--- config.mk ---
export PLATFORM = sky130hd
export DESIGN_NAME = integer_to_ascii_formatter_flat
export DESIGN_NICKNAME = d
export VERILOG_FILES = /design/src/hw/rtl/itaf_pkg.sv /design/src/hw/rtl/itaf_num_if.sv /design/src/hw/rtl/itaf_char_if.sv /design/src/hw/rtl/itaf_front.sv /design/src/hw/rtl/itaf_back.sv /design/src/hw/rtl/integer_to_ascii_formatter.sv /design/src/flat_wrapper.sv
export SDC_FILE = /design/constraint.sdc
export NUM_CORES = 1
export LEC_CHECK = 0
export BUFFER_PORTS_ARGS = -buffer_cell sky130_fd_sc_hd__buf_2
export CELL_PAD_IN_SITES_DETAIL_PLACEMENT = 1
export CELL_PAD_IN_SITES_GLOBAL_PLACEMENT = 2
export CORE_AREA = 2 2 261 237
export CTS_BUF_LIST = sky130_fd_sc_hd__clkbuf_8
export DETAILED_ROUTE_END_ITERATION = 7
export DIE_AREA = 0 0 263 239
export PLACE_DENSITY = 0.86
export SYNTH_ARGS = -nofsm -noshare
export SYNTH_HDL_FRONTEND = slang
export SYNTH_HIERARCHICAL = 1
export SYNTH_SLANG_ARGS = --single-unit
--- constraint.sdc ---
create_clock -name clk -period 8.3 [get_ports clk]
set_input_delay 1.66 -clock clk [delete_from_list [all_inputs] [get_ports clk]]
set_output_delay 1.66 -clock clk [all_outputs]
set_load 0.005 [all_outputs]
--- src/hw/rtl/itaf_pkg.sv ---
`timescale 1ns / 1ps
// ----------------------------------------------------------------------------
// Integer to ASCII formatter package
// Shared types, character codes and sizes for the formatter modules.
// ----------------------------------------------------------------------------
package itaf_pkg;

    localparam int unsigned OPERAND_W         = 64;
    localparam int unsigned HALF_W            = 32;
    localparam int unsigned FIELD_W           = 7;
    localparam int unsigned CHAR_W            = 8;
    localparam int unsigned MAX_WIDTH_DEFAULT = 64;
    localparam int unsigned DIGITS            = 20;
    localparam int unsigned DIGIT_W           = 4;
    localparam int unsigned DIGIT_IDX_W       = 5;
    localparam int unsigned DEC_W             = DIGITS * DIGIT_W;

    localparam logic [CHAR_W-1:0] CHAR_ZERO    = 8'h30;
    localparam logic [CHAR_W-1:0] CHAR_SPACE   = 8'h20;
    localparam logic [CHAR_W-1:0] CHAR_MINUS   = 8'h2D;
    localparam logic [CHAR_W-1:0] CHAR_PLUS    = 8'h2B;
    localparam logic [CHAR_W-1:0] CHAR_LOWER_A = 8'h61;
    localparam logic [CHAR_W-1:0] CHAR_UPPER_A = 8'h41;

    typedef enum logic [1:0] {
        MODE_UDEC = 2'd0,
        MODE_SDEC = 2'd1,
        MODE_LHEX = 2'd2,
        MODE_UHEX = 2'd3
    } mode_t;

    typedef enum logic [2:0] {
        ST_IDLE,
        ST_CONV,
        ST_MEASURE,
        ST_PAD,
        ST_SIGN,
        ST_DIGIT
    } back_state_t;

    typedef struct packed {
        logic [OPERAND_W-1:0] mag;
        logic                 wide;
        logic                 is_hex;
        logic                 upper;
        logic                 has_sign;
        logic [CHAR_W-1:0]    sign_char;
        logic [CHAR_W-1:0]    pad_char;
        logic [FIELD_W-1:0]   width;
    } job_t;

endpackage

--- src/hw/rtl/itaf_num_if.sv ---
`timescale 1ns / 1ps
// ----------------------------------------------------------------------------
// Number channel
// Carries one integer and its conversion request per transfer.
// ----------------------------------------------------------------------------
interface itaf_num_if;
    logic        valid;
    logic        ready;
    logic [63:0] value;
    logic [1:0]  mode;
    logic        wide_operand;
    logic [6:0]  field_width;
    logic        zero_pad;
    logic        print_sign;

    modport source (
        output valid, value, mode, wide_operand, field_width, zero_pad, print_sign,
        input  ready
    );
    modport sink (
        input  valid, value, mode, wide_operand, field_width, zero_pad, print_sign,
        output ready
    );
endinterface

--- src/hw/rtl/itaf_char_if.sv ---
`timescale 1ns / 1ps
// ----------------------------------------------------------------------------
// Character channel
// Carries one ASCII character and an end-of-number flag per transfer.
// ----------------------------------------------------------------------------
interface itaf_char_if;
    logic       valid;
    logic       ready;
    logic [7:0] out_char;
    logic       last_char;

    modport source (
        output valid, out_char, last_char,
        input  ready
    );
    modport sink (
        input  valid, out_char, last_char,
        output ready
    );
endinterface

--- src/hw/rtl/itaf_front.sv ---
`timescale 1ns / 1ps
// ----------------------------------------------------------------------------
// Formatter front end
// Accepts numbers, works out magnitude, sign and padding, and queues the jobs.
// ----------------------------------------------------------------------------
module itaf_front #(
    parameter int unsigned MAX_WIDTH = itaf_pkg::MAX_WIDTH_DEFAULT
) (
    input  logic                clk,
    input  logic                rst_n,
    itaf_num_if.sink            number,
    output itaf_pkg::job_t      job,
    output logic                job_valid,
    input  logic                job_ready
);
    import itaf_pkg::*;

    localparam int unsigned DEPTH = 2;

    job_t                      queue_reg [DEPTH];
    logic                      wr_ptr_reg;
    logic                      wr_ptr_next;
    logic                      rd_ptr_reg;
    logic                      rd_ptr_next;
    logic [1:0]                count_reg;
    logic [1:0]                count_next;
    logic                      push;
    logic                      pop;
    job_t                      job_in;
    mode_t                     mode;
    logic [OPERAND_W-1:0]      operand;
    logic [OPERAND_W-1:0]      negated;
    logic                      top_bit;
    logic                      neg;

    always_comb
    begin
        mode    = mode_t'(number.mode);
        operand = number.wide_operand ? number.value
                                      : {{HALF_W{1'b0}}, number.value[HALF_W-1:0]};
        top_bit = number.wide_operand ? number.value[OPERAND_W-1] : number.value[HALF_W-1];
        neg     = (mode == MODE_SDEC) && top_bit;
        negated = {OPERAND_W{1'b0}} - operand;
        if (!number.wide_operand)
        begin
            negated[OPERAND_W-1:HALF_W] = '0;
        end

        job_in.mag       = neg ? negated : operand;
        job_in.wide      = number.wide_operand;
        job_in.is_hex    = (mode == MODE_LHEX) || (mode == MODE_UHEX);
        job_in.upper     = (mode == MODE_UHEX);
        job_in.has_sign  = !job_in.is_hex && (neg || number.print_sign);
        job_in.sign_char = neg ? CHAR_MINUS : CHAR_PLUS;
        job_in.pad_char  = number.zero_pad ? CHAR_ZERO : CHAR_SPACE;
        job_in.width     = (number.field_width > FIELD_W'(MAX_WIDTH)) ? FIELD_W'(MAX_WIDTH)
                                                                      : number.field_width;
    end

    assign number.ready = (count_reg != 2'(DEPTH));
    assign push         = number.valid && number.ready;
    assign job_valid    = (count_reg != 2'd0);
    assign pop          = job_valid && job_ready;
    assign job          = queue_reg[rd_ptr_reg];

    always_comb
    begin
        wr_ptr_next = push ? !wr_ptr_reg : wr_ptr_reg;
        rd_ptr_next = pop ? !rd_ptr_reg : rd_ptr_reg;
        count_next  = count_reg + 2'(push) - 2'(pop);
    end

    always_ff @(posedge clk or negedge rst_n)
    begin
        if (!rst_n)
        begin
            wr_ptr_reg <= 1'b0;
            rd_ptr_reg <= 1'b0;
            count_reg  <= 2'd0;
        end
        else
        begin
            wr_ptr_reg <= wr_ptr_next;
            rd_ptr_reg <= rd_ptr_next;
            count_reg  <= count_next;
        end
    end

    always_ff @(posedge clk)
    begin
        if (push)
        begin
            queue_reg[wr_ptr_reg] <= job_in;
        end
    end

endmodule

--- src/hw/rtl/itaf_back.sv ---
`timescale 1ns / 1ps
// ----------------------------------------------------------------------------
// Formatter back end
// Converts a queued job to digits and streams pad, sign and digit characters.
// ----------------------------------------------------------------------------
module itaf_back (
    input  logic                clk,
    input  logic                rst_n,
    input  itaf_pkg::job_t      job,
    input  logic                job_valid,
    output logic                job_ready,
    itaf_char_if.source         text
);
    import itaf_pkg::*;

    localparam int unsigned BITS_PER_STEP = 4;
    localparam int unsigned ITER_W        = 4;
    localparam int unsigned WORK_W        = DEC_W + OPERAND_W;
    localparam logic [ITER_W-1:0] LAST_ITER_WIDE = ITER_W'(OPERAND_W / BITS_PER_STEP - 1);
    localparam logic [ITER_W-1:0] LAST_ITER_HALF = ITER_W'(HALF_W / BITS_PER_STEP - 1);

    back_state_t              state_reg;
    back_state_t              state_next;
    logic                     out_valid_reg;
    logic                     out_valid_next;
    logic [CHAR_W-1:0]        out_char_reg;
    logic [CHAR_W-1:0]        out_char_next;
    logic                     last_reg;
    logic                     last_next;
    logic [OPERAND_W-1:0]     bin_reg;
    logic [OPERAND_W-1:0]     bin_next;
    logic [DEC_W-1:0]         dec_reg;
    logic [DEC_W-1:0]         dec_next;
    logic [ITER_W-1:0]        iter_reg;
    logic [ITER_W-1:0]        iter_next;
    logic [DIGIT_IDX_W-1:0]   ndig_reg;
    logic [DIGIT_IDX_W-1:0]   ndig_next;
    logic [DIGIT_IDX_W-1:0]   idx_reg;
    logic [DIGIT_IDX_W-1:0]   idx_next;
    logic [FIELD_W-1:0]       pad_cnt_reg;
    logic [FIELD_W-1:0]       pad_cnt_next;
    logic                     has_sign_reg;
    logic                     upper_reg;
    logic [CHAR_W-1:0]        sign_char_reg;
    logic [CHAR_W-1:0]        pad_char_reg;
    logic [FIELD_W-1:0]       width_reg;
    logic                     out_load;
    logic [FIELD_W-1:0]       str_len;
    logic [DIGIT_IDX_W-1:0]   msd;

    function automatic logic [WORK_W-1:0] dabble_step(logic [WORK_W-1:0] x);
        logic [WORK_W-1:0] t;
        int                s;
        int                d;
        t = x;
        for (s = 0; s < BITS_PER_STEP; s++)
        begin
            for (d = 0; d < DIGITS; d++)
            begin
                if (t[OPERAND_W + d*DIGIT_W +: DIGIT_W] >= 4'd5)
                begin
                    t[OPERAND_W + d*DIGIT_W +: DIGIT_W] =
                        t[OPERAND_W + d*DIGIT_W +: DIGIT_W] + 4'd3;
                end
            end
            t = {t[WORK_W-2:0], 1'b0};
        end
        return t;
    endfunction

    function automatic logic [CHAR_W-1:0] digit_char(logic [DIGIT_W-1:0] d, logic upper);
        logic [CHAR_W-1:0] c;
        if (d < 4'd10)
        begin
            c = CHAR_ZERO + CHAR_W'(d);
        end
        else
        begin
            c = (upper ? CHAR_UPPER_A : CHAR_LOWER_A) + CHAR_W'(d - 4'd10);
        end
        return c;
    endfunction

    always_comb
    begin
        msd = '0;
        for (int d = 0; d < DIGITS; d++)
        begin
            if (dec_reg[d*DIGIT_W +: DIGIT_W] != '0)
            begin
                msd = DIGIT_IDX_W'(d);
            end
        end
    end

    assign str_len   = FIELD_W'(msd) + FIELD_W'(1) + FIELD_W'(has_sign_reg);
    assign out_load  = !out_valid_reg || text.ready;
    assign job_ready = (state_reg == ST_IDLE);

    assign text.valid     = out_valid_reg;
    assign text.out_char  = out_char_reg;
    assign text.last_char = last_reg;

    always_comb
    begin
        state_next     = state_reg;
        out_valid_next = out_valid_reg && !text.ready;
        out_char_next  = out_char_reg;
        last_next      = last_reg;
        bin_next       = bin_reg;
        dec_next       = dec_reg;
        iter_next      = iter_reg;
        ndig_next      = ndig_reg;
        idx_next       = idx_reg;
        pad_cnt_next   = pad_cnt_reg;

        case (state_reg)
            ST_IDLE:
            begin
                if (job_valid)
                begin
                    bin_next  = job.wide ? job.mag : {job.mag[HALF_W-1:0], {HALF_W{1'b0}}};
                    dec_next  = job.is_hex ? {{(DEC_W - OPERAND_W){1'b0}}, job.mag} : '0;
                    iter_next = job.wide ? LAST_ITER_WIDE : LAST_ITER_HALF;
                    state_next = job.is_hex ? ST_MEASURE : ST_CONV;
                end
            end
            ST_CONV:
            begin
                {dec_next, bin_next} = dabble_step({dec_reg, bin_reg});
                iter_next = iter_reg - 1'b1;
                if (iter_reg == '0)
                begin
                    state_next = ST_MEASURE;
                end
            end
            ST_MEASURE:
            begin
                ndig_next    = msd + 1'b1;
                idx_next     = msd;
                pad_cnt_next = (width_reg > str_len) ? (width_reg - str_len) : '0;
                if (width_reg > str_len)
                begin
                    state_next = ST_PAD;
                end
                else if (has_sign_reg)
                begin
                    state_next = ST_SIGN;
                end
                else
                begin
                    state_next = ST_DIGIT;
                end
            end
            ST_PAD:
            begin
                if (out_load)
                begin
                    out_valid_next = 1'b1;
                    out_char_next  = pad_char_reg;
                    last_next      = 1'b0;
                    pad_cnt_next   = pad_cnt_reg - 1'b1;
                    if (pad_cnt_reg == FIELD_W'(1))
                    begin
                        state_next = has_sign_reg ? ST_SIGN : ST_DIGIT;
                    end
                end
            end
            ST_SIGN:
            begin
                if (out_load)
                begin
                    out_valid_next = 1'b1;
                    out_char_next  = sign_char_reg;
                    last_next      = 1'b0;
                    state_next     = ST_DIGIT;
                end
            end
            ST_DIGIT:
            begin
                if (out_load)
                begin
                    out_valid_next = 1'b1;
                    out_char_next  = digit_char(dec_reg[idx_reg*DIGIT_W +: DIGIT_W], upper_reg);
                    last_next      = (idx_reg == '0);
                    idx_next       = idx_reg - 1'b1;
                    if (idx_reg == '0)
                    begin
                        state_next = ST_IDLE;
                    end
                end
            end
            default:
            begin
                state_next = ST_IDLE;
            end
        endcase
    end

    always_ff @(posedge clk or negedge rst_n)
    begin
        if (!rst_n)
        begin
            state_reg     <= ST_IDLE;
            out_valid_reg <= 1'b0;
        end
        else
        begin
            state_reg     <= state_next;
            out_valid_reg <= out_valid_next;
        end
    end

    always_ff @(posedge clk)
    begin
        out_char_reg <= out_char_next;
        last_reg     <= last_next;
        bin_reg      <= bin_next;
        dec_reg      <= dec_next;
        iter_reg     <= iter_next;
        ndig_reg     <= ndig_next;
        idx_reg      <= idx_next;
        pad_cnt_reg  <= pad_cnt_next;
        if (state_reg == ST_IDLE && job_valid)
        begin
            has_sign_reg  <= job.has_sign;
            upper_reg     <= job.upper;
            sign_char_reg <= job.sign_char;
            pad_char_reg  <= job.pad_char;
            width_reg     <= job.width;
        end
    end

    // The digit pointer never runs above the most significant digit.
    assert property (@(posedge clk) disable iff (!rst_n)
        (state_reg == ST_DIGIT) |-> (idx_reg < ndig_reg))
        else $error("digit pointer beyond digit count");

    // Padding is only entered with characters left to pad.
    assert property (@(posedge clk) disable iff (!rst_n)
        (state_reg == ST_PAD) |-> (pad_cnt_reg != '0))
        else $error("pad state with empty pad count");

    // A sign character is only emitted for jobs that carry one.
    assert property (@(posedge clk) disable iff (!rst_n)
        (state_reg == ST_SIGN) |-> has_sign_reg)
        else $error("sign state without a sign");

    // The final digit of a number is followed by a return to idle.
    assert property (@(posedge clk) disable iff (!rst_n)
        (state_reg == ST_DIGIT && out_load && idx_reg == '0) |=> (state_reg == ST_IDLE && last_reg))
        else $error("last digit did not close the number");

endmodule

--- src/hw/rtl/integer_to_ascii_formatter.sv ---
`timescale 1ns / 1ps
// ----------------------------------------------------------------------------
// Integer to ASCII formatter
// Formats 32- or 64-bit integers as decimal or hex text.
// ----------------------------------------------------------------------------
// Usage: each transfer on the number channel carries an operand and its
// conversion request. The text channel returns the formatted characters, most
// significant first, with last_char set on the final character of a number.
// A two-entry job queue sits between the front end and the converter, so new
// numbers are taken while earlier ones are still being printed.
// Per number, the back end takes the job, converts a decimal operand with the
// four-bit-per-cycle binary-to-BCD converter (no conversion for hex), counts
// the digits, then emits pad, sign and digit characters through the single
// character output register, one character a cycle while the receiver is ready.
// The first character follows the job queue, the conversion and the digit count.
// Reset empties the queue and drops any character in flight. When
// the receiver stalls, the current character holds in the output register, the
// back end waits, and the queue fills until the number channel drops ready.
// ----------------------------------------------------------------------------
module integer_to_ascii_formatter #(
    parameter int unsigned MAX_WIDTH = itaf_pkg::MAX_WIDTH_DEFAULT
) (
    input  logic         clk,
    input  logic         rst_n,
    itaf_num_if.sink     number,
    itaf_char_if.source  text
);
    import itaf_pkg::*;

    job_t job;
    logic job_valid;
    logic job_ready;

    itaf_front #(
        .MAX_WIDTH (MAX_WIDTH)
    ) u_front (
        .clk       (clk),
        .rst_n     (rst_n),
        .number    (number),
        .job       (job),
        .job_valid (job_valid),
        .job_ready (job_ready)
    );

    itaf_back u_back (
        .clk       (clk),
        .rst_n     (rst_n),
        .job       (job),
        .job_valid (job_valid),
        .job_ready (job_ready),
        .text      (text)
    );

endmodule

--- src/flat_wrapper.sv ---
// flat-port wrapper written by rule: the top's interface ports become plain ports
module integer_to_ascii_formatter_flat import itaf_pkg::*;
#(
    parameter int unsigned MAX_WIDTH = itaf_pkg::MAX_WIDTH_DEFAULT
)
  (clk, rst_n, number_valid, number_value, number_mode, number_wide_operand, number_field_width, number_zero_pad, number_print_sign, number_ready, text_valid, text_out_char, text_last_char, text_ready);
  itaf_num_if number_i ();
  itaf_char_if text_i ();
  input  logic clk;
  input  logic rst_n;
  input wire logic [$bits(number_i.valid)-1:0] number_valid;
  input wire logic [$bits(number_i.value)-1:0] number_value;
  input wire logic [$bits(number_i.mode)-1:0] number_mode;
  input wire logic [$bits(number_i.wide_operand)-1:0] number_wide_operand;
  input wire logic [$bits(number_i.field_width)-1:0] number_field_width;
  input wire logic [$bits(number_i.zero_pad)-1:0] number_zero_pad;
  input wire logic [$bits(number_i.print_sign)-1:0] number_print_sign;
  output wire logic [$bits(number_i.ready)-1:0] number_ready;
  output wire logic [$bits(text_i.valid)-1:0] text_valid;
  output wire logic [$bits(text_i.out_char)-1:0] text_out_char;
  output wire logic [$bits(text_i.last_char)-1:0] text_last_char;
  input wire logic [$bits(text_i.ready)-1:0] text_ready;
  assign number_i.valid = number_valid;
  assign number_i.value = number_value;
  assign number_i.mode = number_mode;
  assign number_i.wide_operand = number_wide_operand;
  assign number_i.field_width = number_field_width;
  assign number_i.zero_pad = number_zero_pad;
  assign number_i.print_sign = number_print_sign;
  assign number_ready = number_i.ready;
  assign text_valid = text_i.valid;
  assign text_out_char = text_i.out_char;
  assign text_last_char = text_i.last_char;
  assign text_i.ready = text_ready;
  integer_to_ascii_formatter #(.MAX_WIDTH(MAX_WIDTH)) u_core (.clk(clk), .rst_n(rst_n), .number(number_i), .text(text_i));
endmodule
==> impl_metrics.yaml <==
final_layout:
  layout_common_cells: "sky130_fd_sc_hd__edfxtp_1 (350), sky130_fd_sc_hd__nand2_1 (256), sky130_fd_sc_hd__inv_1 (222)"
  design.final.nets: 3078
  area_of_all_sequential_standard_cells_um2: 10700
  largest_register_ff_count: 156
  syn2layout_area_growth_pct: 7.69
  mostFrequentLayoutCell: "sky130_fd_sc_hd__edfxtp_1"
  fillCellCount: 6794
  fraction_of_layout_cells_with_a_size_suffix_above_1_pct: 14.7
  multiInputGateArea_um2: 15300
setup_path:
  critical_path.cell_chain: "inv_1 -> ha_1 -> nor3b_1 -> a21bo_2 -> a21oi_1 -> o211a_1 -> nor2_1 -> ha_1 -> inv_1 -> ha_1 -> inv_1 -> ha_1 -> nor2b_1 -> o21ai_0 -> a21boi_0 -> o21ai_0 -> a21boi_0 -> o22a_1 -> nor2_1 -> nor2_1 -> o31ai_1"
  startpoint_type: "flop"
  cell_with_the_biggest_individual_delay_on_the_critical_path: "sky130_fd_sc_hd__nor3b_1"
  worstPathArrival_ns: 6.04
  timing.setup.critical_path_class: "reg2reg"
  crit_required_ns: 8.88
  r2r_setup_slack_ns: 2.84
  setup.worst_path.end_class: "flop"
  critical-path-max-stage-delay_ns: 0.82
  critical_path.top_delay_family: "compound AO/OA/AOI/OAI gates"
  crit_path_start: "u_core/u_back/dec_reg[36]"
  timing.critical_path.buf_inv: 3
  worst_r2r_startpoint: "u_core/u_back/dec_reg[36]"
  critical-path-top-cell-by-count: "sky130_fd_sc_hd__ha_1"
  crit-reg2reg-capture: "u_core/u_back/state_reg[2]"
  timing.critical_path.fanout_max: 7
  r2r.worst_path.cells: 21
die:
  dieArea_um2: 62900
  fp-row-count: 86
  initial_utilization_pct: 45.2
  coreArea_um2: 60500
  pin_count: 91
  chipHeight_um: 239
  die_width_um: 263
global_routing:
  first_global_vias: 22500
  antenna_violations_before_repair: 1
  maximum_number_of_pins_on_one_net_before_global_route_repair: 103
  tot_gr_track_use_pct: 26.0
  grt_overflow_total: 0
  grt_pass1_wl_mm: 128
worst_hold_path:
  worstHoldPathType: "reg2reg"
  whs_path_depth: 1
  holdCritStartpoint: "u_core/u_front/count_reg[1]"
  worstHoldEndpoint: "u_core/u_front/count_reg[1]"
timing:
  final_hold_viol_count: 0
  post-route-period-util_pct: 65.8
  period_minus_slack_ns: 5.46
  fin_setup_tns_ns: 0
  rsz0062_at_grt: "false"
  tightestPinTransition_ns: 1.09
  max-slew-margin-rel_pct: 26.5
  fin_skew_ns: 0.0479
  maxClockFrequency_ghz: 0.183
  setup_viol_count_final: 0
  maxSlewViolCount: 0
logic_synthesis:
  synth_enable_flop_cells: 350
  compound_gate_fraction_of_synth_area_pct: 14.6
  synth-main-ff-cell: "sky130_fd_sc_hd__edfxtp_1"
  netlist_top_cells_area: "sky130_fd_sc_hd__edfxtp_1 (38%), sky130_fd_sc_hd__ha_1 (8.5%), sky130_fd_sc_hd__mux2i_1 (5.5%)"
  synth-simple-area-share_pct: 17.0
  synth-seq-cells: 358
  synthDominantCellAreaShare_pct: 38.4
  synth-seq-area-share_pct: 39.2
  synthMuxAreaShare_pct: 11.7
  largest_family_of_logic_cells_by_synthesized_area: "simple AND/OR/NAND/NOR gates"
  syn_avg_cell_area_um2: 9.89
  synth_cell_types: 111
  netlist_instances: 2765
  synth_fa_ha_area_share_pct: 8.58
  yosys_warnings: 6
  parity_gate_share_of_the_synthesized_area_counting_xor_and_xnor_cells_pct: 3.91
  synth_top_area_cell: "sky130_fd_sc_hd__edfxtp_1"
  netlist_area_um2: 27300
  fraction_of_registers_with_async_set_reset_pct: 2.23
detailed_routing:
  drc: 0
  first_pass_iters: 5
  routed_wl_mm: 82.2
  initialDrtViolationCount: 1614
  antenna_violating_nets_post_route: 0
  via_count: 21600
  post_drt_via_cell_ratio: 5.90
  wl_per_cell_um: 22.5
placement:
  buffer_ports.inserted: 90
  post-dp-hpwl_mm: 61.9
  place_congestion: 0.887
cts:
  cts.clk_slew.worst_paths_ns: 0.06
  cts_inserted_buffers: 60
  total_of_cells_resized_after_clock_tree_synthesis: 0
  worst_skew_pair.late_latency_ns: 0.70
  numClockSinks: 358
  cts-hold-fix-buffers: 0
  cts_max_level: 2
  cts_tree: "yes"
  cts_setup_buffers: 0
  ctsRootBufferMaster: "sky130_fd_sc_hd__clkbuf_8"
  clockBufferDepth: 3
run:
  max-cap-violations: 0
outcome:
  run_status: "completed"
[routing by layer]
metal  up-vias  track usage, %  wire (um)  share of wire, %
met5         -               0          0                 0
met4         0            7.62       2180               2.6
met3       110            3.06       3440               4.2
met2       447            45.1      40300                49
met1     10900            34.2      36200                44
li1      10100               -          -                 -
[metrics by stage]
step	util (%)	hold WS (ns)	cell area, um2	instances	worst slack, ns
2_1_floorplan	-	0.460	27400	2776	2.78
3_3_place_gp	46.9	0.482	28400	3541	3.16
3_5_place_dp	46.9	0.490	28400	3541	2.95
4_1_cts	48.7	0.479	29500	3652	2.92
5_1_grt	48.7	0.485	29500	3653	2.43
6_report	48.7	0.498	29500	3653	2.84
[kinds of logic (layout without fill, tap and decap cells)]
family,after synthesis,count (layout)
simple gates,905,905
mux,277,277
compound gates,578,578
fa+ha+maj,187,187
buf+inv,335,419
flops,358,358
other cells,3,15
xor+xnor,122,122
[how the worst max path moves through the flow]
stage	cells past startpoint	endpoint	slack [ns]
2_1_floorplan	2	u_core/u_front/queue_reg[0][0]	2.78
3_3_place_gp	25	u_core/u_back/state_reg[2]	3.16
3_5_place_dp	25	u_core/u_back/state_reg[2]	2.95
4_1_cts	25	u_core/u_back/state_reg[2]	2.92
5_1_grt	25	u_core/u_back/state_reg[2]	2.43
6_report	21	u_core/u_back/state_reg[2]	2.84
[synth_stat cells (25+ instances only)]
cell type and instances:
sky130_fd_sc_hd__a21o_1 25, sky130_fd_sc_hd__a21oi_1 102, sky130_fd_sc_hd__a31oi_1 25, sky130_fd_sc_hd__clkbuf_1 79, sky130_fd_sc_hd__edfxtp_1 350, sky130_fd_sc_hd__ha_1 186
sky130_fd_sc_hd__inv_1 200, sky130_fd_sc_hd__mux2_2 97, sky130_fd_sc_hd__mux2i_1 151, sky130_fd_sc_hd__nand2_1 256, sky130_fd_sc_hd__nand2b_1 58, sky130_fd_sc_hd__nand3_1 105
sky130_fd_sc_hd__nor2_1 181, sky130_fd_sc_hd__nor2b_1 52, sky130_fd_sc_hd__nor3_1 49, sky130_fd_sc_hd__nor3b_1 37, sky130_fd_sc_hd__o21ai_0 134, sky130_fd_sc_hd__o21ai_1 48
sky130_fd_sc_hd__xnor2_1 88, sky130_fd_sc_hd__xor2_1 34
[area by class of cell]
type | instances | area share (%)
tap | 792 | 3.36
multi-input combinational | 2083 | 52.0
sequential | 358 | 36.4
clock inverter | 47 | 0.718
antenna | 1 | 0.00850
timing repair buffer | 106 | 1.94
clock buffer | 64 | 2.99
inverter | 202 | 2.57
Power is left out: the tool's default activity adds up to more than one toggle a clock period on the data nets, which glitch-free logic cannot reach.
